File: src/sv/vector_euclidean_length_macros.svh
// Assertion macros shared by the vector_euclidean_length RTL.
`ifndef VECTOR_EUCLIDEAN_LENGTH_MACROS_SVH
`define VECTOR_EUCLIDEAN_LENGTH_MACROS_SVH

`ifndef SYNTH
`define VEL_ASSERT_IMPL(label, clk, rst, ante, cons) \
   label: assert property (@(posedge clk) disable iff (rst) (ante) |-> (cons)) \
      else $error("vel: same-cycle check failed");
`define VEL_ASSERT_NEXT(label, clk, rst, ante, cons) \
   label: assert property (@(posedge clk) disable iff (rst) (ante) |=> (cons)) \
      else $error("vel: next-cycle check failed");
`else
`define VEL_ASSERT_IMPL(label, clk, rst, ante, cons)
`define VEL_ASSERT_NEXT(label, clk, rst, ante, cons)
`endif

`endif

File: src/sv/vel_pkg.sv
// Shared widths, constants and types for the vector length pipeline.
package vel_pkg;

   localparam int CW      = 16;                // component width
   localparam int COUNT_W = 3;
   localparam int LANES   = 4;
   localparam int SQ_W    = 2 * CW;            // one square
   localparam int SUM_W   = 2 * CW + 2;        // sum of four squares, even width
   localparam int ROOT_W  = SUM_W / 2;         // CW + 1 bits
   localparam int REM_W   = ROOT_W + 2;

   localparam int REQ_TDATA_W = ((LANES * CW + 7) / 8) * 8;
   localparam int RSP_TDATA_W = ((ROOT_W + 7) / 8) * 8;

   // smallest counts at which the third and fourth lanes are in use
   localparam logic [COUNT_W-1:0] USE_Z_MIN = 3'd3;
   localparam logic [COUNT_W-1:0] USE_W_MIN = 3'd4;

   localparam logic [CW-1:0]    MAG_ONE = {{(CW-1){1'b0}}, 1'b1};
   localparam logic [SUM_W-1:0] SUM_MAX = {2'b01, {SQ_W{1'b0}}};

   typedef logic [SQ_W-1:0] sq_type;

   typedef struct packed {
      logic [REM_W-1:0]  rem;
      logic [ROOT_W-1:0] root;
      logic [SUM_W-1:0]  rad;
   } sqrt_stage_type;

endpackage

File: src/sv/vel_square_sum.sv
// Magnitude, square and sum stages: three registered steps with valid bits.
`include "vector_euclidean_length_macros.svh"

module vel_square_sum (
   input  logic                             clock,
   input  logic                             reset,
   input  logic                             in_valid,
   output logic                             in_ready,
   input  logic [vel_pkg::COUNT_W-1:0]      count,
   input  logic [vel_pkg::CW-1:0]           comp [vel_pkg::LANES],
   output logic                             sum_valid,
   input  logic                             sum_ready,
   output logic [vel_pkg::SUM_W-1:0]        sum
);

   logic [vel_pkg::CW-1:0]   mag_ff [vel_pkg::LANES];
   logic [vel_pkg::CW-1:0]   mag_in [vel_pkg::LANES];
   logic [vel_pkg::SQ_W-1:0] sq_ff  [vel_pkg::LANES];
   logic [vel_pkg::SUM_W-1:0] sum_ff;
   logic v0_ff, v1_ff, v2_ff;
   logic r0, r1, r2;
   logic [vel_pkg::LANES-1:0] lane_use;

   assign r2 = !v2_ff || sum_ready;
   assign r1 = !v1_ff || r2;
   assign r0 = !v0_ff || r1;
   assign in_ready = r0;

   // x and y always count; counts below two act as two, above four as four
   assign lane_use = {count >= vel_pkg::USE_W_MIN, count >= vel_pkg::USE_Z_MIN, 2'b11};

   always_comb begin
      for (int i = 0; i < vel_pkg::LANES; i++) begin
         if (!lane_use[i]) begin
            mag_in[i] = '0;
         end else if (comp[i][vel_pkg::CW-1]) begin
            mag_in[i] = ~comp[i] + vel_pkg::MAG_ONE;
         end else begin
            mag_in[i] = comp[i];
         end
      end
   end

   always_ff @(posedge clock) begin
      if (reset) begin
         v0_ff <= 1'b0;
         v1_ff <= 1'b0;
         v2_ff <= 1'b0;
      end else begin
         if (r0) v0_ff <= in_valid;
         if (r1) v1_ff <= v0_ff;
         if (r2) v2_ff <= v1_ff;
      end
   end

   always_ff @(posedge clock) begin
      if (r0) begin
         mag_ff <= mag_in;
      end
      if (r1) begin
         for (int i = 0; i < vel_pkg::LANES; i++) begin
            sq_ff[i] <= vel_pkg::sq_type'(mag_ff[i]) * vel_pkg::sq_type'(mag_ff[i]);
         end
      end
      if (r2) begin
         sum_ff <= {2'b00, sq_ff[0]} + {2'b00, sq_ff[1]}
                 + {2'b00, sq_ff[2]} + {2'b00, sq_ff[3]};
      end
   end

   assign sum_valid = v2_ff;
   assign sum       = sum_ff;

   `VEL_ASSERT_IMPL(a_sum_bound, clock, reset, v2_ff, sum_ff <= vel_pkg::SUM_MAX)
   `VEL_ASSERT_NEXT(a_sum_held, clock, reset, v2_ff && !sum_ready, v2_ff)

endmodule

File: src/sv/vel_isqrt.sv
// Pipelined integer square root, one root bit resolved per register stage.
`include "vector_euclidean_length_macros.svh"

module vel_isqrt (
   input  logic                          clock,
   input  logic                          reset,
   input  logic                          in_valid,
   output logic                          in_ready,
   input  logic [vel_pkg::SUM_W-1:0]     rad,
   output logic                          out_valid,
   input  logic                          out_ready,
   output logic [vel_pkg::ROOT_W-1:0]    root
);

   localparam int N = vel_pkg::ROOT_W;

   vel_pkg::sqrt_stage_type stage_ff [N];
   vel_pkg::sqrt_stage_type stage_in [N];
   logic [N-1:0] vld_ff;
   logic [N-1:0] rdy;

   for (genvar k = 0; k < N; k++) begin : g_stage
      vel_pkg::sqrt_stage_type prev;
      logic                    prev_vld;
      logic                    next_rdy;
      logic [vel_pkg::REM_W-1:0] cur;
      logic [vel_pkg::REM_W-1:0] trial;

      if (k == 0) begin : g_first
         assign prev     = '{rem: '0, root: '0, rad: rad};
         assign prev_vld = in_valid;
      end else begin : g_next
         assign prev     = stage_ff[k-1];
         assign prev_vld = vld_ff[k-1];
      end

      if (k == N - 1) begin : g_last
         assign next_rdy = out_ready;
      end else begin : g_mid
         assign next_rdy = rdy[k+1];
      end

      assign rdy[k] = !vld_ff[k] || next_rdy;

      // bring down the next two radicand bits and try root*4+1
      assign cur   = {prev.rem[vel_pkg::REM_W-3:0], prev.rad[vel_pkg::SUM_W-1 -: 2]};
      assign trial = {prev.root, 2'b01};

      always_comb begin
         stage_in[k].rad = {prev.rad[vel_pkg::SUM_W-3:0], 2'b00};
         if (cur >= trial) begin
            stage_in[k].rem  = cur - trial;
            stage_in[k].root = {prev.root[N-2:0], 1'b1};
         end else begin
            stage_in[k].rem  = cur;
            stage_in[k].root = {prev.root[N-2:0], 1'b0};
         end
      end

      always_ff @(posedge clock) begin
         if (reset) begin
            vld_ff[k] <= 1'b0;
         end else if (rdy[k]) begin
            vld_ff[k] <= prev_vld;
         end
      end

      always_ff @(posedge clock) begin
         if (rdy[k]) begin
            stage_ff[k] <= stage_in[k];
         end
      end
   end

   assign in_ready  = rdy[0];
   assign out_valid = vld_ff[N-1];
   assign root      = stage_ff[N-1].root;

   `VEL_ASSERT_IMPL(a_rem_bound, clock, reset, vld_ff[N-1],
      stage_ff[N-1].rem <= {1'b0, stage_ff[N-1].root, 1'b0})
   `VEL_ASSERT_NEXT(a_out_held, clock, reset, vld_ff[N-1] && !out_ready, vld_ff[N-1])
   `VEL_ASSERT_NEXT(a_mid_held, clock, reset, vld_ff[0] && !rdy[1], vld_ff[0])

endmodule

File: src/sv/vector_euclidean_length.sv
// Path: from the accepting edge of a req beat to rsp_tvalid a vector passes the magnitude,
// square and sum registers, then 17 square-root stages, one root bit per stage.
// Throughput: one vector per cycle unless rsp stalls; every stage has its own valid bit
// and a stalled rsp side fills the pipeline bubble by bubble before req_tready drops.
// Reset (synchronous, active high) clears the valid bits only; no state is kept
// between beats, so the block is ready in the first cycle after reset.
module vector_euclidean_length (
   input  logic                                clock,
   input  logic                                reset,
   input  logic                                req_tvalid,
   output logic                                req_tready,
   // comp_x, comp_y, comp_z, comp_w from bit 0 up, 16 bits each
   input  logic [vel_pkg::REQ_TDATA_W-1:0]     req_tdata,
   // component_count
   input  logic [vel_pkg::COUNT_W-1:0]         req_tuser,
   output logic                                rsp_tvalid,
   input  logic                                rsp_tready,
   // length in bits 16:0, zero above
   output logic [vel_pkg::RSP_TDATA_W-1:0]     rsp_tdata
);

   logic [vel_pkg::CW-1:0]     comp [vel_pkg::LANES];
   logic                       sum_valid;
   logic                       sum_ready;
   logic [vel_pkg::SUM_W-1:0]  sum;
   logic [vel_pkg::ROOT_W-1:0] length;

   always_comb begin
      for (int i = 0; i < vel_pkg::LANES; i++) begin
         comp[i] = req_tdata[i*vel_pkg::CW +: vel_pkg::CW];
      end
   end

   vel_square_sum u_square_sum (
      .clock     (clock),
      .reset     (reset),
      .in_valid  (req_tvalid),
      .in_ready  (req_tready),
      .count     (req_tuser),
      .comp      (comp),
      .sum_valid (sum_valid),
      .sum_ready (sum_ready),
      .sum       (sum)
   );

   vel_isqrt u_isqrt (
      .clock     (clock),
      .reset     (reset),
      .in_valid  (sum_valid),
      .in_ready  (sum_ready),
      .rad       (sum),
      .out_valid (rsp_tvalid),
      .out_ready (rsp_tready),
      .root      (length)
   );

   assign rsp_tdata = {{(vel_pkg::RSP_TDATA_W - vel_pkg::ROOT_W){1'b0}}, length};

endmodule

File: config.mk
export PLATFORM = sky130hd
export DESIGN_NAME = vector_euclidean_length
export DESIGN_NICKNAME = d
export VERILOG_FILES = /design/src/sv/vel_pkg.sv /design/src/sv/vel_square_sum.sv /design/src/sv/vel_isqrt.sv /design/src/sv/vector_euclidean_length.sv
export VERILOG_INCLUDE_DIRS = /design/src /design/src/sv
export SDC_FILE = /design/constraint.sdc
export NUM_CORES = 2
export LEC_CHECK = 0
export ABC_AREA = 1
export BUFFER_PORTS_ARGS = -buffer_cell sky130_fd_sc_hd__buf_4
export CORE_AREA = 2 2 432 434
export DETAILED_ROUTE_END_ITERATION = 10
export DIE_AREA = 0 0 434 436
export HOLD_SLACK_MARGIN = 0.08
export PLACE_DENSITY_LB_ADDON = 0.15
export RECOVER_POWER = 50
export SYNTH_ARGS = -nofsm -noshare
export SYNTH_HDL_FRONTEND = slang
export SYNTH_SLANG_ARGS = --single-unit
File: constraint.sdc
create_clock -name clock -period 7.3 [get_ports clock]
set_input_delay 0.365 -clock clock [delete_from_list [all_inputs] [get_ports clock]]
set_output_delay 0.365 -clock clock [all_outputs]
set_load 0.02 [all_outputs]
==> flow_metrics.env <==
export IMPL_status="finished with violations"
export IMPL_violations="max-capacitance violations, max-slew violations"
export IMPL_drt_pass1_iter_count=6
export IMPL_cp_cell_sequence="clkbuf_1, nand2_1, xor2_1, ha_1, o21bai_1, fa_1, fa_1, fa_1, fa_1, inv_1, fa_1, inv_1, ha_1, a21oi_1, o21a_1, o21ai_0, a21oi_1, o21bai_1, a21o_1, nand3_1, nand2_1, xor2_1"
export IMPL_cts_tree="yes"
export IMPL_placementRows=158
export IMPL_fin_crit_ns=6.36
export IMPL_ant_nets=0
export IMPL_dp_cells=9918
export IMPL_crit_family="adder cells"
export IMPL_ys_warn_count=0
export IMPL_critPathCaptureType="flop"
export IMPL_clk_pin_slew_ns=0.07
export IMPL_grt_pass1_wl_um=265000
export IMPL_num_nets_final=9026
export IMPL_hpwl_um=129000
export IMPL_start_kind="flop"
export IMPL_die_h_um=436
export IMPL_ys_seq_area_frac=0.374
export IMPL_clkSinkCount=921
export IMPL_cp_arrival_ns=6.81
export IMPL_maxCapViolations=5
export IMPL_clockBufferDepth=3
export IMPL_grt_overflow=0
export IMPL_relSlewSlack=-0.748
export IMPL_hold_violations=0
export IMPL_max_freq_mhz=157
export IMPL_track_usage=0.175
export IMPL_synthDistinctLibCells=70
export IMPL_routedWlPerCell_um=15.8
export IMPL_drt_wl_total_um=161000
export IMPL_critPathBufInv=3
export IMPL_seqCellArea_um2=27500
export IMPL_tns_ns=0
export IMPL_grt_pass1_vias=50883
export IMPL_report_final_slew_viol_count=201
export IMPL_netlist_area_um2=73300
export IMPL_rsz0062_at_grt="false"
export IMPL_setup_viol=0
export IMPL_timing_critical_path_mode_cell="fa_1"
export IMPL_fin_skew_ns=0.0548
export IMPL_grt_max_degree=86
export IMPL_drt_initial_drc_count=2517
export IMPL_async_reset_ff_frac=0
export IMPL_min_period_over_period=0.871
export IMPL_core_area_um2=185000
export IMPL_start_util=0.397
export IMPL_reg2reg_depth=22
export IMPL_hold_depth=5
export IMPL_synth_area_per_cell_um2=9.83
export IMPL_multiInputGateArea_um2=38300
export IMPL_clk_latency_ns=0.75
export IMPL_gp_congestion=0.871
export IMPL_portBuffers=89
export IMPL_synth_seq_cells=921
export IMPL_required_ns=7.75
export IMPL_dieArea_um2=189000
export IMPL_root_buffer="clkbuf_16"
export IMPL_drc_errors=0
export IMPL_via_per_inst=4.75
export IMPL_stdcell_count=10207
export IMPL_cp_max_fo=17
export IMPL_hold_class="primary input to flop"
export IMPL_ys_flop_type="edfxtp_1"
export IMPL_critPathMaxStageDelay_ns=0.68
export IMPL_io_pins=97
export IMPL_worstMarginPinSlew_ns=2.62
export IMPL_drive_above_1_share=0.0384
export IMPL_cts_buffers=106
export IMPL_cpMaxStageDelayCell="clkbuf_1"
export IMPL_fillers=17867
export IMPL_synth_edf_count=901
export IMPL_cp_depth=22
export IMPL_area_growth_syn_to_layout_pct=10.5
export IMPL_die_w_um=434
export IMPL_antenna_found_initial=2
export IMPL_critPathKind="flop to flop"
export IMPL_vias=48435
export IMPL_htree_levels=3
export IMPL_syn_inst=7464
## worst reg2reg max path, stage by stage (launching register included)
cell      delay, ns
edfxtp_1       0.32
clkbuf_1       0.68
nand2_1        0.28
xor2_1         0.22
ha_1           0.20
o21bai_1       0.18
fa_1           0.54
fa_1           0.44
fa_1           0.48
fa_1           0.50
inv_1          0.05
fa_1           0.47
inv_1          0.09
ha_1           0.37
a21oi_1        0.22
o21a_1         0.17
o21ai_0        0.08
a21oi_1        0.20
o21bai_1       0.14
a21o_1         0.20
nand3_1        0.07
nand2_1        0.06
xor2_1         0.14
## cell type report
class / instances / area share
diodes: 1 / 0.0000309
clock inverters: 75 / 0.0109
repair buffers: 208 / 0.0207
clock buffers: 124 / 0.0335
multi-input cells: 4560 / 0.473
inverters: 1838 / 0.0851
well taps: 2480 / 0.0383
flip-flops and latches: 921 / 0.339
## through the flow
| step | util | setup slack, ns | hold slack (ns) | cell area [um2] |
|---|---|---|---|---|
| after floorplan | - | 0.766 | 0.400 | 73400 |
| after global placement | 0.416 | 0.997 | 0.400 | 76800 |
| after detailed placement | 0.416 | 1.00 | 0.405 | 76800 |
| after CTS | 0.440 | 0.956 | 0.0854 | 81300 |
| after global routing | 0.439 | 0.560 | 0.134 | 81100 |
| final | 0.439 | 0.939 | 0.137 | 81100 |
## registers in the layout, indices dropped and copies added (netlist names)
register	count
u_square_sum.sum_valid	1
u_isqrt.stage_ff	679
u_square_sum.v0_ff	1
u_square_sum.mag_ff	64
u_square_sum.sq_ff	124
u_isqrt.out_valid	1
u_square_sum.v1_ff	1
u_isqrt.g_stage.prev_vld	16
u_square_sum.sum	34
## cell families (layout without fill, tap and decap cells)
family                     count (synthesis)  count (layout)  synth area share
and+or+nand+nor                         1900            1900             0.108
AOI/OAI and AO/OA                        914             914            0.0701
buffers and inverters                   1990            2245             0.103
DFF                                      921             921             0.374
xor gates and xnor gates                 418             418            0.0499
adders and majority gates               1320            1320             0.295
other                                      1               9         0.0000511
## final timing paths
check | slack, ns | to | startpoint
setup reg to reg | 0.94 | u_square_sum.sq_ff[3][27] | u_square_sum.mag_ff[0]
setup / recovery | 0.94 | u_square_sum.sq_ff[3][27] | u_square_sum.mag_ff[0]
hold / removal | 0.14 | u_square_sum.mag_ff[17] | req_tdata[47]
hold reg to reg | 0.38 | u_isqrt.stage_ff[0][161] | u_isqrt.stage_ff[0][91]
## synth_stat cells, types with 4 or more instances
library cell  number  share of area
nand4_4            5         0.0014
a211oi_1          11         0.0011
dfxtp_1           20         0.0055
fa_1             680           0.19
nor3_1            79         0.0054
buf_2             12        0.00082
a221oi_1           8        0.00096
a21oi_1          385          0.026
o21ai_0          304          0.021
a21boi_0           7        0.00072
nand2_1         1194          0.061
a31oi_1           40         0.0034
o211ai_1          17         0.0017
nand3b_1           9        0.00092
nand4_1           47         0.0040
nor4_1            29         0.0025
xor2_1           258          0.031
inv_1           1832          0.094
o21ai_1           15         0.0010
edfxtp_1         901           0.37
buf_4             11         0.0011
o21bai_1          20         0.0020
inv_2              4        0.00020
a21o_1            21         0.0021
xnor2_1          160          0.019
o221ai_1           8        0.00096
or2_2             23         0.0020
a31o_2             6        0.00072
nand3_2            4        0.00055
nor2_1           350          0.018
o31ai_1           10         0.0010
o21a_1            26         0.0027
o2111ai_1         13         0.0016
nand3_1          131         0.0089
clkbuf_1         124         0.0063
ha_1             640           0.11
## per-layer routing
metal	share of wire	track usage	wire, um	up-vias
met1	0.44	0.222	70100	23486
met3	0.034	0.0215	5440	209
li1	-	-	-	23990
met4	0.030	0.0515	4830	0
met2	0.50	0.309	80700	750
met5	0	0	0	-
## cells in the final DEF (no fill, tap or decap), drive strengths merged, types with 53 or more instances in the layout
cell type | netlist | routed
nand2 | 1196 | 1196
nor2 | 355 | 355
a21oi | 388 | 388
clkbuf | 127 | 156
buf | 25 | 87
nand3 | 135 | 135
xnor2 | 160 | 160
fa | 680 | 680
xor2 | 258 | 258
inv | 1836 | 1844
ha | 640 | 640
dlygate4sd3 | 0 | 89
nand4 | 53 | 53
o21ai | 321 | 321
nor3 | 83 | 83
edfxtp | 901 | 901
## what timing repair did
action | in CTS | in global routing
setup buffers | 0 | 0
endpoints found under the hold margin | 80 | 0
hold buffers | 89 | 0
gates resized for setup | 0 | 0
Power is not shown: default switching activity piles up to over one toggle a cycle in this logic, so the estimate is an artifact.
